**src/rtl/core/occupancy_map_rectangle_query_defines.svh**
```systemverilog
// Assertion macros shared by the block.
`ifndef OCCUPANCY_MAP_RECTANGLE_QUERY_DEFINES_SVH
`define OCCUPANCY_MAP_RECTANGLE_QUERY_DEFINES_SVH

// Same-cycle implication.
`define OMRQ_ASSERT_NOW(label, ante, cons) \
	label: assert property (@(posedge clk) disable iff (!arst_n) (ante) |-> (cons)) \
		else $error("omrq assertion failed");

// Next-cycle implication.
`define OMRQ_ASSERT_NEXT(label, ante, cons) \
	label: assert property (@(posedge clk) disable iff (!arst_n) (ante) |=> (cons)) \
		else $error("omrq assertion failed");

`endif

```
**src/rtl/core/omrq_pkg.sv**
```systemverilog
`timescale 1ns / 1ps
`default_nettype none
package omrq_pkg;

	localparam int MAX_ROWS  = 256;
	localparam int MAX_COLS  = 256;
	localparam int ROW_AW    = $clog2(MAX_ROWS);
	localparam int COL_AW    = $clog2(MAX_COLS);
	localparam int MAP_AW    = ROW_AW + COL_AW;
	localparam int MAP_DEPTH = 1 << MAP_AW;

	localparam int COORD_W = 8;
	localparam int GREY_W  = 8;
	localparam int THR_W   = 9;
	localparam logic [THR_W-1:0] THR_RESET = 9'd128;

	localparam int APB_AW = 3;
	localparam int APB_DW = 32;
	localparam logic REG_THRESHOLD = 1'b0;

	localparam logic OP_WRITE = 1'b0;
	localparam logic OP_QUERY = 1'b1;

	typedef enum logic [3:0] {
		ST_IDLE   = 4'b0001,
		ST_SCAN   = 4'b0010,
		ST_FLUSH  = 4'b0100,
		ST_REPORT = 4'b1000
	} state_t;

	typedef struct packed {
		logic load;
		logic write;
		logic step;
	} cmd_t;

	typedef struct packed {
		logic empty;
		logic last;
	} stat_t;

endpackage
`default_nettype wire

```
**src/rtl/core/omrq_regs.sv**
```systemverilog
`timescale 1ns / 1ps
`default_nettype none
module omrq_regs (
	input  wire logic                          clk,
	input  wire logic                          arst_n,
	input  wire logic                          psel,
	input  wire logic                          penable,
	input  wire logic                          pwrite,
	input  wire logic [omrq_pkg::APB_AW-1:0]   paddr,
	input  wire logic [omrq_pkg::APB_DW-1:0]   pwdata,
	output logic      [omrq_pkg::APB_DW-1:0]   prdata,
	output logic                               pready,
	output logic      [omrq_pkg::THR_W-1:0]    threshold
);
	import omrq_pkg::*;

	logic [THR_W-1:0] threshold_q;
	logic             reg_sel;

	assign reg_sel   = (paddr[2] == REG_THRESHOLD);
	assign pready    = 1'b1;
	assign threshold = threshold_q;
	assign prdata    = reg_sel ? APB_DW'(threshold_q) : '0;

	always_ff @(posedge clk or negedge arst_n) begin
		if (!arst_n) begin
			threshold_q <= THR_RESET;
		end else if (psel && penable && pwrite && pready && reg_sel) begin
			threshold_q <= pwdata[THR_W-1:0];
		end
	end

endmodule
`default_nettype wire

```
**config.mk**
```make
export PLATFORM = sky130hd
export DESIGN_NAME = omrq_regs
export DESIGN_NICKNAME = d
export VERILOG_FILES = /design/src/rtl/core/occupancy_map_rectangle_query_defines.svh /design/src/rtl/core/omrq_pkg.sv /design/src/rtl/core/omrq_regs.sv
export SDC_FILE = /design/constraint.sdc
export NUM_CORES = 1
export LEC_CHECK = 0
export BUFFER_PORTS_ARGS = -buffer_cell sky130_fd_sc_hd__buf_2
export CORE_MARGIN = 3
export CORE_UTILIZATION = 34
export CTS_BUF_LIST = sky130_fd_sc_hd__clkbuf_4 sky130_fd_sc_hd__clkbuf_8
export CTS_CLUSTER_DIAMETER = 30
export DETAILED_ROUTE_END_ITERATION = 8
export PLACE_DENSITY_LB_ADDON = 0.15
export SLEW_MARGIN = 25
export SYNTH_ARGS = -nofsm -noshare
export SYNTH_HDL_FRONTEND = slang
export SYNTH_SLANG_ARGS = --single-unit
export TNS_END_PERCENT = 20
```
**constraint.sdc**
```tcl
create_clock -name clk -period 1.31 [get_ports clk]
set_clock_uncertainty 0.05 [all_clocks]
set_input_delay 0.1965 -clock clk [delete_from_list [all_inputs] [get_ports clk]]
set_output_delay 0.1965 -clock clk [all_outputs]
set_load 0.01 [all_outputs]
```
==> metrics.txt <==
status=completed; Ports=82; area grow syn2layout=23.7%; pwr dens=1220 nW/um^2; Ys Warns=0; row cnt=14; initial DRC count=0; Worst setup SP type=flop; Num CTS Buffers=3; Pwr Total=around 0.93 mW; Post-DP HPWL=870 um; DR pass1 iterations=1; Mean Syn Cell Area=~11 sq um; gp weighted congestion=0.667; Detail Route Antenna Nets=0; initial antenna violation count=0; clock sink count=9; Final Setup Violations=0; Final Non-Filler Cells=114; post-route worst setup slack=0.0531 ns; ANT cells=0; P_leak=0.451 nW; setup slack, reg-to-reg=roughly 0.50 ns; Netlist cell types=7; first-pass GRT wire length=1.88 mm; I/O Buffers=32; Achievable Freq=between 700 and 800 MHz; Clock Latency Late Sink=0.25 ns; RSZ-0062 raised after global routing=false; synthesis-stage register bit count=9; Total GRT Usage=around 10%; Die Area=~2400 sq um; WP data arrival=between 1 and 1.5 ns; crit path capture type=primary output; MaxCap Viol Count=0; placed insts=109; Initial Utilization=about two fifths; R2R cell count=1; cell area after synthesis=618 sq um; largest net degree at the start of global routing=10; crit share post-route=95.9%; Wirelength per Cell=10.2 um; Max clock buf depth=2; pins over their slew limit=0; Place WS=0.215 ns; hold path startpoint=pwdata[5]; number of global-route vias before repair=405; Worst R2R End=threshold[0]$_DFFE_PN0P_; minimum clock period=approximately 1.3 ns; reg2reg start=threshold[0]$_DFFE_PN0P_; vias=around 420; hold path depth=2; critical path fanouts, max=3; DIE WIDTH=48.6 um; layout cells sized above 1=between 60% and 70%; DRT Wirelength=1.16 mm; clock-pin slew on the worst setup and hold paths=0.06 ns; gr ovfl total=0; clk root buf=clkbuf_4; Hold EP=threshold[5]$_DFFE_PN0P_; H-tree levels=1; total negative slack=0 ns; Worst Hold Class=in -> reg; Post-Syn Instances=54; Post-CTS Setup Bufs=0; Die Ht=48.6 um; Peak supply drop=roughly 0.69 mV; sequential share of the synthesized area=36.6%; critical path class=reg -> out; Largest register FFs=9; fin nets=131; vias per cell=3.68; Final Hold Vio Count=0; CTS tree=yes; DRC=0; core box area=1610 sq um; CP Data Required Time=around 1.1 ns
power breakdown:
part,total [mW],switching [mW],internal [mW]
Clock,0.228,0.0902,0.138
Combinational,0.323,0.160,0.163
Sequential,0.381,0.0361,0.345
Total,0.932,0.286,0.645
critical path: stages (launching register included):
cell and delay [ns]:
dfstp_2 0.53, and2b_2 0.14, buf_6 0.09
kinds of logic (layout without fill, tap and decap cells):
| logic type | Yosys count | after routing | share of synthesized area [%] |
|---|---|---|---|
| simple gates | 10 | 10 | 16.6 |
| buf+inv | 24 | 38 | 29.1 |
| other cells | 2 | 24 | 1.22 |
| flops | 9 | 9 | 36.6 |
| mux | 9 | 9 | 16.4 |
metrics by stage:
stage                     hold slack (ns)  utilization [%]  area [sq um]
final                               0.121             47.4           764
after global routing                0.116             47.4           764
after CTS                           0.113             47.0           758
after detailed placement           0.0127             44.6           718
after global placement             0.0151             44.6           718
after floorplan                    -0.149                -           701
layout by cell type, fill, tap and decap left out, drive strengths merged:
cell	netlist	layout
nand4b	1	1
dlygate4sd3	0	1
dfstp	1	1
conb	2	24
and2b	9	9
clkbuf	0	4
buf	24	33
dfrtp	8	8
mux2	9	9
cell usage after synthesis:
library cell | n | area, sq um
nand4b_4 | 1 | 23.8
dfstp_2 | 1 | 26.3
conb_1 | 2 | 7.51
dfrtp_1 | 8 | 200
buf_4 | 24 | 180
mux2_2 | 9 | 101
and2b_2 | 9 | 78.8
worst max path at each step:
stage	slack (ns)	from	cells past startpoint	to
after detailed placement	0.22	paddr[2]	3	threshold[1]$_DFFE_PN0P_
after global placement	0.24	paddr[2]	3	threshold[2]$_DFFE_PN0P_
final	0.05	threshold[7]$_DFFE_PN1P_	2	prdata[7]
after global routing	0.006	threshold[7]$_DFFE_PN1P_	2	prdata[7]
after CTS	0.03	threshold[7]$_DFFE_PN1P_	2	prdata[7]
after floorplan	0.36	threshold[7]$_DFFE_PN1P_	1	prdata[7]
routing by layer:
layer | wire, um | global-route usage [%] | part of all wire, %
met1 | 489 | 11.5 | 42
met2 | 481 | 16.5 | 41
met3 | 183 | 3.68 | 16
met4 | 6 | 5.69 | 0.52
met5 | 0 | 0 | 0
repair_timing:
| item | 4_1_cts | 5_1_grt |
|---|---|---|
| gates resized for setup | 0 | 1 |
| setup endpoints to repair | 0 | 1 |
| hold buffers | 1 | 0 |
| endpoints found under the hold margin | 9 | 0 |
final cells by class:
type	count	area (sq um)
Clock buffer	4	30.0
Fill cell	154	847
Timing Repair Buffer	34	184
Sequential cell	9	226
Multi-Input combinational cell	43	294
Tap cell	24	30.0
(Power assumes the default switching activity.)
