--- src/rtl/core/occupancy_map_rectangle_query_defines.svh ---
// Assertion macros shared by the block.
`ifndef OCCUPANCY_MAP_RECTANGLE_QUERY_DEFINES_SVH
`define OCCUPANCY_MAP_RECTANGLE_QUERY_DEFINES_SVH

// Same-cycle implication.
`define OMRQ_ASSERT_NOW(label, ante, cons) \
	label: assert property (@(posedge clk) disable iff (!arst_n) (ante) |-> (cons)) \
		else $error("omrq assertion failed");

// Next-cycle implication.
`define OMRQ_ASSERT_NEXT(label, ante, cons) \
	label: assert property (@(posedge clk) disable iff (!arst_n) (ante) |=> (cons)) \
		else $error("omrq assertion failed");

`endif

--- src/rtl/core/omrq_pkg.sv ---
`timescale 1ns / 1ps
`default_nettype none
package omrq_pkg;

	localparam int MAX_ROWS  = 256;
	localparam int MAX_COLS  = 256;
	localparam int ROW_AW    = $clog2(MAX_ROWS);
	localparam int COL_AW    = $clog2(MAX_COLS);
	localparam int MAP_AW    = ROW_AW + COL_AW;
	localparam int MAP_DEPTH = 1 << MAP_AW;

	localparam int COORD_W = 8;
	localparam int GREY_W  = 8;
	localparam int THR_W   = 9;
	localparam logic [THR_W-1:0] THR_RESET = 9'd128;

	localparam int APB_AW = 3;
	localparam int APB_DW = 32;
	localparam logic REG_THRESHOLD = 1'b0;

	localparam logic OP_WRITE = 1'b0;
	localparam logic OP_QUERY = 1'b1;

	typedef enum logic [3:0] {
		ST_IDLE   = 4'b0001,
		ST_SCAN   = 4'b0010,
		ST_FLUSH  = 4'b0100,
		ST_REPORT = 4'b1000
	} state_t;

	typedef struct packed {
		logic load;
		logic write;
		logic step;
	} cmd_t;

	typedef struct packed {
		logic empty;
		logic last;
	} stat_t;

endpackage
`default_nettype wire

--- src/rtl/core/omrq_ctrl.sv ---
`timescale 1ns / 1ps
`default_nettype none
`include "occupancy_map_rectangle_query_defines.svh"
module omrq_ctrl (
	input  wire logic            clk,
	input  wire logic            arst_n,
	input  wire logic            start,
	input  wire logic            operation,
	input  wire omrq_pkg::stat_t stat,
	output omrq_pkg::cmd_t       cmd,
	output logic                 busy,
	output logic                 done
);
	import omrq_pkg::*;

	state_t state_q, state_d;
	logic   accept;

	assign accept = start && !busy;
	assign busy   = (state_q != ST_IDLE);
	assign done   = (state_q == ST_REPORT);

	always_comb begin
		cmd       = '0;
		cmd.load  = accept && (operation == OP_QUERY);
		cmd.write = accept && (operation == OP_WRITE);
		cmd.step  = (state_q == ST_SCAN);
	end

	always_comb begin
		state_d = state_q;
		case (state_q)
			ST_IDLE: begin
				if (accept && (operation == OP_QUERY)) begin
					state_d = stat.empty ? ST_REPORT : ST_SCAN;
				end
			end
			ST_SCAN: begin
				if (stat.last) begin
					state_d = ST_FLUSH;
				end
			end
			ST_FLUSH:  state_d = ST_REPORT;
			ST_REPORT: state_d = ST_IDLE;
			default:   state_d = ST_IDLE;
		endcase
	end

	always_ff @(posedge clk or negedge arst_n) begin
		if (!arst_n) begin
			state_q <= ST_IDLE;
		end else begin
			state_q <= state_d;
		end
	end

	`OMRQ_ASSERT_NEXT(a_query_goes_busy, cmd.load, busy)
	`OMRQ_ASSERT_NEXT(a_write_stays_idle, cmd.write, !busy)
	`OMRQ_ASSERT_NEXT(a_done_one_cycle, done, !done && !busy)
	`OMRQ_ASSERT_NOW(a_cmd_exclusive, cmd.step, !cmd.load && !cmd.write)

endmodule
`default_nettype wire

--- config.mk ---
export PLATFORM = sky130hd
export DESIGN_NAME = omrq_ctrl
export DESIGN_NICKNAME = d
export VERILOG_FILES = /design/src/rtl/core/omrq_pkg.sv /design/src/rtl/core/omrq_ctrl.sv
export VERILOG_INCLUDE_DIRS = /design/src /design/src/rtl/core
export SDC_FILE = /design/constraint.sdc
export NUM_CORES = 1
export LEC_CHECK = 0
export BUFFER_PORTS_ARGS = -buffer_cell sky130_fd_sc_hd__buf_4
export CORE_AREA = 2 2 39 41
export DETAILED_ROUTE_END_ITERATION = 12
export DIE_AREA = 0 0 41 43
export HOLD_SLACK_MARGIN = 0.02
export SYNTH_ARGS = -nofsm -noshare
export SYNTH_HDL_FRONTEND = slang
export SYNTH_SLANG_ARGS = --single-unit
--- constraint.sdc ---
create_clock -name clk -period 3.95 [get_ports clk]
set_clock_uncertainty 0.15 [all_clocks]
set_input_delay 0.79 -clock clk [delete_from_list [all_inputs] [get_ports clk]]
set_output_delay 0.79 -clock clk [all_outputs]
set_load 0.01 [all_outputs]
==> impl_metrics.yaml, run 1 <==
sta:
  maxSlewViolCount: 0
  post-route-period-util_pct: 65.1
  rsz0062_at_grt: "no"
  clock.fmax_ghz: 0.389
  fin_crit_ns: 2.57
  final.setup.worst_slack_ns: 1.38
  relSlewSlack_pct: 79.8
  worst_pin_slew_ns: 0.300
  hold_violations: 0
  tns_ns: 0
  setup_viol: 0
setup_path:
  required_ns: 3.01
  end_kind: "primary output"
  max_stage_delay_ns: 0.56
  path_class: "reg -> out"
  crit_family: "simple AND/OR/NAND/NOR gates"
  cp_max_fo: 6
  worstPathCellList: "or4b_4 > nor3b_1 > buf_4"
  slowest_stage: "dfstp_2"
  crit_buf_inv: 1
  start_kind: "flip-flop"
  cp.arrival_ns: 1.63
synth:
  ys_seq_elements: 4
  synth_area_um2: 226
  synthTopCellsByArea: "dfrtp_1, dfstp_2, o32ai_2, nor3b_1, or4b_4"
  syn_nets: 27
  synth_area_leader_cell: "dfrtp_1"
  synth-seq-area-share_pct: 44.8
  synth_top_area_share_pct: 33.1
  avgSynthCellArea_um2: 10.8
  ys.warnings.count: 0
  synth_cell_types: 16
  synth_cells: 21
pwr:
  combPwrFrac_pct: 19.9
  power_switching_uw: 30.2
  clockPowerShare_pct: 42.3
  intPower_uw: 97.4
  swShare_pct: 23.7
  vdd_ir_drop_max_v: 0.000175
  p_per_area_nw_per_um2: 367
  power.share.sequential_pct: 37.8
  leakage_nw: 0.164
global_route:
  grt_pass1_wl_um: 828
  grt_pass1_vias: 206
  grt_max_degree: 8
  grt_use_total_pct: 7.26
  antenna_found_initial: 0
  overflow: 0
floorplan:
  die_area_um2: 1760
  fp.dieW_um: 41
  io_pins: 11
  start_util_pct: 16.4
  die_y_um: 43
  coreArea_um2: 1380
  rows: 14
route:
  routedWlPerCell_um: 9.18
  drcViolationCount: 0
  first_iter_violations: 5
  drt-total-wl_um: 468
  ant_nets: 0
  vias: 208
  firstDrtPassIters: 2
  viasPerCell: 4.08
clock_network:
  cts_max_level: 1
  cts_buffers: 3
  cts_tree: "built"
  ctsRootBufferMaster: "clkbuf_4"
  postCtsSetupRepairBufs: 0
  cts_resized: 0
  clk_latency_ns: 0.23
  hold_buffers: 0
  path_clk_slew_ns: 0.04
  clkSinkCount: 4
  clock_path_buffers: 2
placement:
  io_buffer_count: 10
  place_ws_ns: 1.61
  gp_congestion: 0.696
  place_hpwl_um: 394
min_path:
  hold_class: "in -> async"
final_layout:
  layout_common_cells: "buf_4, clkbuf_4, dfrtp_1"
  top_register: "state_q"
  largest_registers: "state_q: 4 flops"
  final_common_cell: "buf_4"
  layout-drive-gt1-share_pct: 45.7
  nets: 42
  diodes: 0
  largest_reg_flops: 4
  area_growth_pct: 53.6
flow_run:
  maxCapViolations: 0
run_status:
  status: "finished clean"
[routing by layer]
layer	wire [µm]	up-vias	GRT usage, %
met5	0	-	0
li1	-	107	-
met1	229	95	9.12
met2	217	6	9.06
met3	21	0	6.28
met4	0	0	2.00
[kinds of logic after synthesis]
family	share of synthesized area, %
AND/OR/NAND/NOR	34.8
flip-flops	44.8
AO/OA/AOI/OAI	17.1
buffers and inverters	3.32
[cells in the mapped netlist, drive strengths merged]
cell type / number
o21ai: 1
and2: 1
o32ai: 1
nand2: 1
inv: 2
o311ai: 1
and4b: 1
nor4: 1
nor2: 2
or4b: 2
nor3b: 2
nor2b: 1
dfstp: 1
dfrtp: 3
a22o: 1
[cell type report]
cell class / instances / area [µm²]
Clock buffer: 4 / 26.3
Fill cell: 158 / 1040
Inverter: 2 / 7.51
Multi-Input combinational cell: 15 / 118
Sequential cell: 4 / 101
Tap cell: 16 / 20.0
Timing Repair Buffer: 10 / 75.1
[final timing paths]
kind / end / from / depth (start not counted) / slack [ns]
max: cmd[1] / state_q[0] / 3 / 1.38
min: state_q[2] / arst_n / 1 / 0.19
max reg2reg: state_q[1] / state_q[0] / 2 / 2.40
min reg2reg: state_q[0] / state_q[3] / 2 / 0.45
max in group asynchronous: state_q[0] / arst_n / 1 / 3.26
min in group clk: state_q[0] / state_q[3] / 2 / 0.45
[power by group through the flow]
stage	Clock (mW)	Sequential, mW	Combinational, mW
floorplan	0	0.0477	0.0134
global placement	0	0.0488	0.0258
detailed placement	0	0.0487	0.0257
CTS	0.0569	0.0483	0.0259
global route	0.0630	0.0486	0.0279
finish	0.0539	0.0483	0.0254
[per-stage QoR]
stage / hold slack [ns] / std cells / total power [mW] / utilization, % / instance area [µm²]
floorplan: 0.344 / 21 / 0.0611 / - / 226
global placement: 0.436 / 47 / 0.0745 / 23.2 / 322
detailed placement: 0.437 / 47 / 0.0744 / 23.2 / 322
CTS: 0.184 / 51 / 0.131 / 25.1 / 348
global route: 0.175 / 51 / 0.139 / 25.1 / 348
finish: 0.192 / 51 / 0.128 / 25.1 / 348
Note: power is estimated with default switching activity, not from simulation.
==> inputs of run 2 (changes only) <==
==> constraint.sdc (replaced) <==
create_clock -name clk -period 2.6 [get_ports clk]
set_clock_uncertainty 0.15 [all_clocks]
set_input_delay 0.52 -clock clk [delete_from_list [all_inputs] [get_ports clk]]
set_output_delay 0.52 -clock clk [all_outputs]
set_load 0.01 [all_outputs]
==> run 2 against run 1 <==
First-iteration DRC count is 60% lower. Worst setup slack worse by 1.1 ns. Register-to-register slack lost 1.4 ns. Largest cell class unchanged.
==> impl_metrics.yaml, run 2 (same netlist as run 1, synthesis figures left out) <==
run_status:
  status: "finished clean"
setup_path:
  start_kind: "flip-flop"
  reg2regPathDepth: 2
  reg2reg_setup_slack_ns: 1.04
  r2r_start: "state_q[0]"
  path_class: "reg -> out"
  end_kind: "primary output"
  required_ns: 1.93
  worstPathCellList: "or4b_4 > nor3b_1 > buf_4"
  slowest_stage: "dfstp_2"
  cp_max_fo: 6
  max_stage_delay_ns: 0.56
  cp.arrival_ns: 1.64
  critical_path.reg2reg.endpoint: "state_q[1]"
route:
  vias: 218
  drcViolationCount: 0
  routedWlPerCell_um: 9.42
  drt-total-wl_um: 490
  firstDrtPassIters: 3
  ant_nets: 0
  viasPerCell: 4.19
  first_iter_violations: 2
pwr:
  intPower_uw: 149
  leakage_nw: 0.168
  vdd_ir_drop_max_v: 0.000267
  power.total_uw: 195
  clockPowerShare_pct: 41.9
  power.share.sequential_pct: 37.7
  combPwrFrac_pct: 20.4
  swShare_pct: 23.8
  power_switching_uw: 46.5
  p_per_area_nw_per_um2: 546
final_layout:
  fin_area_um2: 358
  largest_reg_flops: 4
  top_register: "state_q"
  area_growth_pct: 58.0
  layout_common_cells: "buf_4, clkbuf_4, dfrtp_1"
  largest_registers: "state_q: 4 flops"
  fill_cells: 153
  layout-drive-gt1-share_pct: 44.4
  final_common_cell: "buf_4"
  nets: 43
  diodes: 0
  fin_util_pct: 25.9
  final_cells: 52
global_route:
  grt_pass1_wl_um: 828
  overflow: 0
  grt_pass1_vias: 200
  grt_max_degree: 8
  grt_use_total_pct: 7.26
  antenna_found_initial: 0
min_path:
  whs_endpoint: "state_q[1]"
  min_from: "stat[0]"
  min_path_cells: 2
  hold_class: "in -> reg"
clock_network:
  cts_tree: "built"
  postCtsSetupRepairBufs: 0
  clk_latency_ns: 0.23
  ctsRootBufferMaster: "clkbuf_4"
  cts_buffers: 3
  clock_path_buffers: 2
  cts_max_level: 1
  clkSinkCount: 4
  path_clk_slew_ns: 0.04
  cts_resized: 0
placement:
  dpl_cell_area_um2: 322
  gp_congestion: 0.679
  io_buffer_count: 10
  place_ws_ns: 0.538
  dpl.cell_count: 47
sta:
  final.setup.worst_slack_ns: 0.292
  post-route-period-util_pct: 88.8
  worst_pin_slew_ns: 0.324
  whs_ns: 0.330
  relSlewSlack_pct: 78.1
  hold_violations: 0
  tns_ns: 0
  maxSlewViolCount: 0
  fin_crit_ns: 2.31
  setup_viol: 0
  clock.fmax_ghz: 0.433
  rsz0062_at_grt: "no"
flow_run:
  maxCapViolations: 0
floorplan:
  rows: 14
  die_area_um2: 1760
  start_util_pct: 16.4
  coreArea_um2: 1380
  fp.dieW_um: 41
  die_y_um: 43
  io_pins: 11
==> run 2: worst max path at each step <==
stage	from	to	slack, ns	cells after the start
3_5_place_dp	state_q[0]	cmd[1]	0.54	3
3_3_place_gp	state_q[0]	cmd[1]	0.51	3
6_report	state_q[0]	cmd[1]	0.29	3
5_1_grt	state_q[0]	cmd[1]	0.20	3
2_1_floorplan	state_q[0]	cmd[1]	0.55	2
4_1_cts	state_q[0]	cmd[1]	0.27	3
==> run 2: area by class of cell <==
class,instances,area (µm²),area share (%)
well taps,16,20.0,5.59
flip-flops and latches,4,101,28.3
multi-input cells,15,118,32.9
inverters,2,7.51,2.10
clock buffers,4,26.3,7.34
repair buffers,11,85.1,23.8
==> run 2: repair_timing <==
action / 4_1_cts / 5_1_grt
endpoints found under the hold margin: 3 / 0
endpoints found under the setup margin: 0 / 0
hold buffers: 1 / 0
==> run 2: power groups by stage <==
stage	combinational, mW	sequential, mW	clock [mW]
3_5_place_dp	0.0390	0.0741	0
6_report	0.0398	0.0737	0.0820
3_3_place_gp	0.0392	0.0741	0
4_1_cts	0.0406	0.0734	0.0866
2_1_floorplan	0.0203	0.0725	0
5_1_grt	0.0439	0.0739	0.0957
==> run 2: worst max-delay path, delay by kind of cell, from the launching register on <==
family,cells,cell delay (ns)
simple gates,2,0.69
flops,1,0.56
buf+inv,1,0.15
==> run 2: layer usage <==
metal	share of wire (%)	track usage [%]	vias to the layer above
li1	-	-	110
met1	51	10.1	102
met2	44	8.13	6
met3	5.5	6.28	0
met4	0	2.00	0
met5	0	0	-
